## config.mk

```make
export PLATFORM = sky130hd
export DESIGN_NAME = bounded_deque_with_reverse
export DESIGN_NICKNAME = d
export VERILOG_FILES = /design/src/bdr_pkg.sv /design/src/bdr_ram.sv /design/src/bdr_ctrl.sv /design/src/bounded_deque_with_reverse.sv
export SDC_FILE = /design/constraint.sdc
export NUM_CORES = 1
export LEC_CHECK = 0
export ABC_AREA = 1
export BUFFER_PORTS_ARGS = -buffer_cell sky130_fd_sc_hd__buf_2
export CELL_PAD_IN_SITES_DETAIL_PLACEMENT = 0
export CELL_PAD_IN_SITES_GLOBAL_PLACEMENT = 1
export CORE_MARGIN = 2
export CORE_UTILIZATION = 36
export CTS_CLUSTER_DIAMETER = 80
export CTS_CLUSTER_SIZE = 12
export DETAILED_ROUTE_END_ITERATION = 16
export PLACE_DENSITY = 0.63
export SYNTH_ARGS = -nofsm -noshare
export SYNTH_HDL_FRONTEND = slang
export SYNTH_SLANG_ARGS = --single-unit
export TNS_END_PERCENT = 1
```

## constraint.sdc

```tcl
create_clock -name clk_i -period 9 [get_ports clk_i]
set_clock_uncertainty 0.2 [all_clocks]
set_input_delay 1.35 -clock clk_i [delete_from_list [all_inputs] [get_ports clk_i]]
set_output_delay 1.35 -clock clk_i [all_outputs]
set_load 0.02 [all_outputs]
```

## src/bdr_pkg.sv

```systemverilog
// Shared types and constants for the bounded deque with reverse.
// No dependencies; bdr_ctrl, the top level and the testbench import this package.
`default_nettype none

package bdr_pkg;

  // Ring store geometry.
  localparam int unsigned DEPTH = 16;
  localparam int unsigned IDX_W = (DEPTH > 1) ? $clog2(DEPTH) : 1;
  localparam int unsigned CNT_W = $clog2(DEPTH + 1);

  localparam int unsigned VAL_W   = 32;
  localparam int unsigned OP_W    = 2;
  localparam int unsigned STAT_W  = 2;
  localparam int unsigned COUNT_W = 5;

  // Operation codes.
  localparam logic [OP_W-1:0] OP_INS_FRONT = 2'd0;
  localparam logic [OP_W-1:0] OP_INS_BACK  = 2'd1;
  localparam logic [OP_W-1:0] OP_REM_FRONT = 2'd2;
  localparam logic [OP_W-1:0] OP_REVERSE   = 2'd3;

  // Status codes.
  localparam logic [STAT_W-1:0] STATUS_DONE  = 2'd0;
  localparam logic [STAT_W-1:0] STATUS_FULL  = 2'd1;
  localparam logic [STAT_W-1:0] STATUS_EMPTY = 2'd2;

  typedef struct packed {
    logic [OP_W-1:0]         operation;
    logic signed [VAL_W-1:0] value;
  } bdr_in_t;

  typedef struct packed {
    logic [STAT_W-1:0]       status;
    logic signed [VAL_W-1:0] removed_value;
    logic [COUNT_W-1:0]      count;
  } bdr_out_t;

  // One access to the element store.
  typedef struct packed {
    logic             we;
    logic             re;
    logic [IDX_W-1:0] addr;
    logic [VAL_W-1:0] wdata;
  } bdr_mem_req_t;

  // Outcome of one request, known in the cycle it is accepted.
  typedef struct packed {
    logic [STAT_W-1:0] status;
    logic [CNT_W-1:0]  count;
    logic              removed;
  } bdr_res_t;

endpackage

`default_nettype wire

```

## src/bdr_ram.sv

```systemverilog
// Generic single-port RAM with a registered read.
// No dependencies.
`default_nettype none

module bdr_ram #(
  parameter int unsigned WIDTH = 32,
  parameter int unsigned DEPTH = 16,
  parameter int unsigned ADDR_W = (DEPTH > 1) ? $clog2(DEPTH) : 1
) (
  input  wire logic              clk_i,
  input  wire logic              we_i,
  input  wire logic              re_i,
  input  wire logic [ADDR_W-1:0] addr_i,
  input  wire logic [WIDTH-1:0]  wdata_i,
  output      logic [WIDTH-1:0]  rdata_o
);

  logic [WIDTH-1:0] mem_q [DEPTH];
  logic [WIDTH-1:0] rdata_q;

  always_ff @(posedge clk_i) begin
    if (we_i) begin
      mem_q[addr_i] <= wdata_i;
    end
    if (re_i) begin
      rdata_q <= mem_q[addr_i];
    end
  end

  assign rdata_o = rdata_q;

endmodule

`default_nettype wire

```

## src/bdr_ctrl.sv

```systemverilog
// Ring control: front index, element count and direction flag, plus the
// store access for each request. Depends on bdr_pkg.
`default_nettype none

module bdr_ctrl (
  input  wire logic                  clk_i,
  input  wire logic                  rst_ni,
  input  wire logic                  fire_i,
  input  wire bdr_pkg::bdr_in_t      req_i,
  output      bdr_pkg::bdr_mem_req_t mem_o,
  output      bdr_pkg::bdr_res_t     res_o
);
  import bdr_pkg::*;

  localparam logic [IDX_W:0]   DEPTH_EXT = (IDX_W + 1)'(DEPTH);
  localparam logic [IDX_W-1:0] LAST_IDX  = IDX_W'(DEPTH - 1);
  localparam logic [CNT_W-1:0] FULL_CNT  = CNT_W'(DEPTH);

  logic [IDX_W-1:0] front_q, front_d;
  logic [CNT_W-1:0] cnt_q, cnt_d;
  logic             rev_q, rev_d;

  logic             full, empty, at_start, is_insert;
  logic [IDX_W-1:0] before_front, after_front, tail_ins, tail_rem;

  // Physical slot at a logical offset from the front; offset < DEPTH.
  function automatic logic [IDX_W-1:0] ring_at(input logic [IDX_W-1:0] base,
                                               input logic [CNT_W-1:0] off);
    logic [IDX_W:0] sum;
    sum = {1'b0, base} + (IDX_W + 1)'(off);
    if (sum >= DEPTH_EXT) begin
      sum = sum - DEPTH_EXT;
    end
    return sum[IDX_W-1:0];
  endfunction

  assign full         = (cnt_q == FULL_CNT);
  assign empty        = (cnt_q == '0);
  assign is_insert    = (req_i.operation == OP_INS_FRONT) || (req_i.operation == OP_INS_BACK);
  assign at_start     = (req_i.operation == OP_INS_FRONT) ? !rev_q : rev_q;
  assign before_front = (front_q == '0) ? LAST_IDX : front_q - 1'b1;
  assign after_front  = (front_q == LAST_IDX) ? '0 : front_q + 1'b1;
  assign tail_ins     = ring_at(front_q, cnt_q);
  assign tail_rem     = ring_at(front_q, cnt_q - 1'b1);

  always_comb begin
    front_d       = front_q;
    cnt_d         = cnt_q;
    rev_d         = rev_q;
    mem_o.we      = 1'b0;
    mem_o.re      = 1'b0;
    mem_o.addr    = front_q;
    mem_o.wdata   = req_i.value;
    res_o.status  = STATUS_DONE;
    res_o.removed = 1'b0;
    case (req_i.operation)
      OP_INS_FRONT, OP_INS_BACK: begin
        if (full) begin
          res_o.status = STATUS_FULL;
        end else begin
          mem_o.we = fire_i;
          cnt_d    = cnt_q + 1'b1;
          if (at_start) begin
            front_d    = before_front;
            mem_o.addr = before_front;
          end else begin
            mem_o.addr = tail_ins;
          end
        end
      end
      OP_REM_FRONT: begin
        if (empty) begin
          res_o.status = STATUS_EMPTY;
        end else begin
          mem_o.re      = fire_i;
          res_o.removed = 1'b1;
          cnt_d         = cnt_q - 1'b1;
          if (rev_q) begin
            mem_o.addr = tail_rem;
          end else begin
            front_d = after_front;
          end
        end
      end
      OP_REVERSE: begin
        rev_d = !rev_q;
      end
      default: begin
      end
    endcase
    res_o.count = cnt_d;
  end

  always_ff @(posedge clk_i or negedge rst_ni) begin
    if (!rst_ni) begin
      front_q <= '0;
      cnt_q   <= '0;
      rev_q   <= 1'b0;
    end else if (fire_i) begin
      front_q <= front_d;
      cnt_q   <= cnt_d;
      rev_q   <= rev_d;
    end
  end

  a_cnt_bounded: assert property (@(posedge clk_i) disable iff (!rst_ni)
    cnt_q <= FULL_CNT)
    else $error("element count exceeds depth");

  a_front_in_ring: assert property (@(posedge clk_i) disable iff (!rst_ni)
    front_q <= LAST_IDX)
    else $error("front index outside the ring");

  a_no_rw_same_cycle: assert property (@(posedge clk_i) disable iff (!rst_ni)
    !(mem_o.we && mem_o.re))
    else $error("store read and written by one request");

  a_full_insert_holds: assert property (@(posedge clk_i) disable iff (!rst_ni)
    fire_i && is_insert && full |=> cnt_q == $past(cnt_q) && front_q == $past(front_q))
    else $error("refused insert changed the ring");

  a_empty_remove_holds: assert property (@(posedge clk_i) disable iff (!rst_ni)
    fire_i && (req_i.operation == OP_REM_FRONT) && empty |=> cnt_q == '0)
    else $error("refused remove changed the count");

endmodule

`default_nettype wire

```

## src/bounded_deque_with_reverse.sv

```systemverilog
// A result is registered and presented in the cycle after its request is accepted.
// Throughput: one request per cycle while the receiver takes each result; the
// output register is refilled in the cycle it is taken, and a remove reads the
// element store only after the last write has landed, so no forwarding is needed.
// Reset (asynchronous, active low) empties the deque and restores normal
// order; the element store itself is not cleared.
`default_nettype none

module bounded_deque_with_reverse (
  input  wire logic              clk_i,
  input  wire logic              rst_ni,
  input  wire logic              in_valid_i,
  output      logic              in_ready_o,
  input  wire bdr_pkg::bdr_in_t  in_req_i,
  output      logic              out_valid_o,
  input  wire logic              out_ready_i,
  output      bdr_pkg::bdr_out_t out_rsp_o
);
  import bdr_pkg::*;

  logic              fire;
  bdr_mem_req_t      mem_req;
  bdr_res_t          res;
  logic [VAL_W-1:0]  rdata;

  logic              out_valid_q, out_valid_d;
  logic [STAT_W-1:0] status_q;
  logic [CNT_W-1:0]  count_q;
  logic              removed_q;
  logic [CNT_W+COUNT_W-1:0] count_ext;

  assign in_ready_o  = !out_valid_q || out_ready_i;
  assign fire        = in_valid_i && in_ready_o;
  assign out_valid_d = fire || (out_valid_q && !out_ready_i);

  bdr_ctrl u_ctrl (
    .clk_i  (clk_i),
    .rst_ni (rst_ni),
    .fire_i (fire),
    .req_i  (in_req_i),
    .mem_o  (mem_req),
    .res_o  (res)
  );

  bdr_ram #(
    .WIDTH (VAL_W),
    .DEPTH (DEPTH)
  ) u_store (
    .clk_i   (clk_i),
    .we_i    (mem_req.we),
    .re_i    (mem_req.re),
    .addr_i  (mem_req.addr),
    .wdata_i (mem_req.wdata),
    .rdata_o (rdata)
  );

  always_ff @(posedge clk_i or negedge rst_ni) begin
    if (!rst_ni) begin
      out_valid_q <= 1'b0;
    end else begin
      out_valid_q <= out_valid_d;
    end
  end

  always_ff @(posedge clk_i) begin
    if (fire) begin
      status_q  <= res.status;
      count_q   <= res.count;
      removed_q <= res.removed;
    end
  end

  // The store read data holds until the next remove, which cannot be
  // accepted before this result is taken.
  assign count_ext               = {{COUNT_W{1'b0}}, count_q};
  assign out_valid_o             = out_valid_q;
  assign out_rsp_o.status        = status_q;
  assign out_rsp_o.removed_value = removed_q ? rdata : '0;
  assign out_rsp_o.count         = count_ext[COUNT_W-1:0];

endmodule

`default_nettype wire

```

==> parameters.txt <==
Parameter                              Value

Run status
  Outcome    finished clean

Synth
  Post-synth top cells    sky130_fd_sc_hd__nand2_1, sky130_fd_sc_hd__edfxtp_1, sky130_fd_sc_hd__nand4_1
  Multiplexer share of the synthesized area    0%
  Most common cell in the netlist    sky130_fd_sc_hd__nand2_1
  Proportion of netlist area held by the largest area contributor    about two thirds
  Post-synthesis cell area    0.0252 sq mm
  Post-synthesis share of cell area spent on full adders, half adders and majority gates    0.705%
  Asr flop ratio synth    between 1.5 and 2%
  Library cell occupying the most area in the post-synthesis netlist    sky130_fd_sc_hd__edfxtp_1
  Yosys synthesis warning count    0
  Post-Synthesis Net Count    2494
  Part of the Yosys area used for sequential elements    66.8%
  Number of synthesized flops with an enable pin    552
  Dominant combinational cell family by area after synthesis    simple AND/OR/NAND/NOR gates
  Primary flip-flop cell chosen by synthesis mapping    sky130_fd_sc_hd__edfxtp_1
  Flip-flop and latch count after synthesis    563
  Synthesized instance count    about 2400
  Cells taking the most area after synthesis    sky130_fd_sc_hd__edfxtp_1, sky130_fd_sc_hd__nand2_1, sky130_fd_sc_hd__nand4_1
  XOR/XNOR share of the synthesized area    0.313%
  Synth Area per Inst    around 10 sq um
  Post-synthesis simple-gate area fraction    25.9%
  Synthesized-area fraction occupied by ao, oa, aoi and oai cells    0.824%
  Number of unique standard cell types used by synthesis    35

Routing
  Initial DRT Pass Iterations    5
  Number of antenna-violating nets in the routed design    0
  Number of DRC markers after the initial detailed-route iteration    1410
  Per-cell routed wire length    21.2 microns
  Number of vias per cell    5.13
  Routed via count    about 17000
  Total wire length after detailed routing    71.9 mm
  Final routed DRC violation total    0

Global routing
  Met3 global-route usage    2.58%
  Met2 layer usage reported by global route    approximately a third
  Initial antenna violation count    1
  Global routing usage summed across all routing layers    20.0%
  Total gr overflow    0
  Maximum number of pins on one net before global-route repair    244
  Routing layer with the top usage in global route    met2
  Number of global-route vias before repair    ~17000
  Global-route track usage on met1    between 20% and 30%
  First-pass GRT wire length    109 mm

Floorplanning
  Die H    approximately 270 microns
  Number of rows in the core area    97
  Floorplan Core Area    0.0697 sq mm
  Die span in x    269 microns
  Number of I/O pins    just under 80
  Initial core utilization    a little over a third
  DIE AREA    0.0722 sq mm

Power and ir drop
  VDD IR-drop max    0.000319 V
  Static leakage power    roughly 11 nW
  Power density over cell area    around 330 mW/mm^2

Clock tree
  Number of H-tree levels    2
  Number of buffers created by CTS    54
  Clk root buf    sky130_fd_sc_hd__clkbuf_16
  Resize count post-CTS    0
  CTS tree    done
  Clock sink total    about 560
  Post-CTS clock slew at the launch and capture registers of the worst setup and hold paths    0.06 ns
  Total setup buffers inserted after CTS    0
  Count of hold-fix buffers inserted at cts    0
  CTS max path bufs    3
  Latest clock arrival within the worst-skew pair    0.60 ns

Final layout
  Area used by sequential logic in the layout    0.0169 sq mm
  Ant diodes    0
  Layout overhead on the synthesized area    10.0%
  Area taken by multi-input logic gates    around 0.007 sq mm
  Number of filler cells placed in the layout    6835
  Fraction of layout instances using a drive strength above 1    8.57%
  Total number of nets in the final design    2494

Place
  Number of port buffers    78
  Routability congestion estimate    0.813
  Post-detailed-placement half-perimeter wirelength    about 38 mm
  Placement-stage worst setup slack    3.45 ns

Worst setup path
  Crit-path cells    inv_1, ha_1, fa_1, o211ai_1, inv_1, nor2_4, buf_4, nand3_1, nor2_4
  Critical path's largest stage delay    1.15 ns
  Cell class contributing the biggest share of worst-path delay    simple AND/OR/NAND/NOR gates
  Required time of the critical path    9.01 ns
  CP Max Fanout    60
  Startpoint-to-endpoint class of the critical path    register to register
  Startpoint kind of the worst setup timing path    register
  Worst Setup End Kind    register
  Standard cell with the maximum stage delay on the critical path    sky130_fd_sc_hd__nor2_4
  Data arrival, critical path    5.21 ns
  Sum of buffers and inverters on the critical path    3

Flow run
  Max-cap check violation count    0

STA
  Period Utilization, post-route    approximately 58%
  Final Slew Violations    0
  Worst path setup slack after routing    3.80 ns
  Peak clock frequency supported by timing    192 MHz
  Crit path time final    roughly 5.2 ns
  Setup Viol. Count Final    0
  Remaining max-slew budget at the tightest pin    12.4%
  Unrepaired setup endpoints after global routing    no
  Fin. Hold Viols    0
  Transition time at the pin with the least slew margin    1.31 ns
  Final sum of negative setup slack    0 ns

Min path
  Worst Hold Class    register to register
==> stage by stage <==
step                      hold WS [ns]  utilization (%)  total power, mW  instance area [sq um]  instances
after floorplan                  0.334                -             6.04                  25200       2443
final                            0.312             39.8             9.17                  27700       3389
after global routing             0.345             39.8             9.82                  27700       3389
after detailed placement         0.302             37.7             7.20                  26300       3327
after CTS                        0.314             39.8             9.27                  27700       3389
after global placement           0.287             37.7             7.20                  26300       3327
==> layout by cell type, fill, tap and decap left out, types with 3 or more instances in the layout <==
cell	count
sky130_fd_sc_hd__nand2_1	1197
sky130_fd_sc_hd__edfxtp_1	552
sky130_fd_sc_hd__nand4_1	257
sky130_fd_sc_hd__inv_1	120
sky130_fd_sc_hd__buf_2	78
sky130_fd_sc_hd__clkbuf_16	55
sky130_fd_sc_hd__nand3_1	27
sky130_fd_sc_hd__buf_4	23
sky130_fd_sc_hd__nor2_4	21
sky130_fd_sc_hd__nor2_1	18
sky130_fd_sc_hd__o21ai_0	15
sky130_fd_sc_hd__inv_2	11
sky130_fd_sc_hd__ha_1	11
sky130_fd_sc_hd__dfrtp_1	11
sky130_fd_sc_hd__xor2_1	6
sky130_fd_sc_hd__a21oi_1	5
sky130_fd_sc_hd__nand3_4	4
sky130_fd_sc_hd__o211ai_1	3
sky130_fd_sc_hd__nand2_2	3
sky130_fd_sc_hd__xnor2_1	3
==> where the power goes <==
part	total, mW	leakage, nW	switching (mW)	internal (mW)
sequential	3.22	5.11	0.0902	3.13
combinational	3.89	5.54	2.87	1.02
clock	2.06	0.711	0.955	1.11
total	9.17	11.4	3.92	5.25
==> area by class of cell <==
type                       instances  share of cell area (%)
sequential                       563                    60.7
multi-input combinational       1590                    25.9
clock buffer                      56                    4.97
tap                              940                    4.24
timing repair buffer             103                    2.17
inverter                         131                    1.77
clock inverter                     6                   0.239
==> flip-flops by register name, summed over array words and instances (netlist names), 2 cells and up <==
signal and count:
u_store.rdata_o 32, u_store.mem_q 512, status_q 2, u_ctrl.front_q 4, u_ctrl.cnt_q 5, count_q 5
==> worst paths after layout <==
| kind | from | to | depth (start not counted) | slack [ns] |
|---|---|---|---|---|
| max in group asynchronous | rst_ni | u_ctrl.cnt_q[2] | 1 | 7.94 |
| setup reg to reg | u_ctrl.cnt_q[0] | u_store.mem_q[14][28] | 9 | 3.80 |
| min in group asynchronous | rst_ni | out_valid_o | 1 | 0.43 |
| setup / recovery | u_ctrl.cnt_q[0] | u_store.mem_q[14][28] | 9 | 3.80 |
| hold / removal | out_valid_o | out_valid_o | 2 | 0.31 |
| hold reg to reg | out_valid_o | out_valid_o | 2 | 0.31 |
==> worst min-delay path, cell delays in order, from the launching register on <==
cell and delay (ns):
sky130_fd_sc_hd__dfrtp_1 0.34, sky130_fd_sc_hd__nand2_1 0.08, sky130_fd_sc_hd__nand2_1 0.06
==> kinds of logic (layout without fill, tap and decap cells) <==
group,count (synthesis),count (layout)
AOI/OAI and AO/OA,34,34
xor gates and xnor gates,9,9
adders and majority gates,13,13
buffers and inverters,290,296
DFF,563,563
and+or+nand+nor,1534,1534
==> per-layer routing <==
layer / vias up / share of wire, % / wire, microns
met5: - / 0 / 0
met3: 79 / 4.3 / 3080
met1: 8671 / 46 / 32800
li1: 8238 / - / -
met2: 407 / 48 / 34400
met4: 0 / 2.2 / 1610
(Power assumes the default switching activity.)
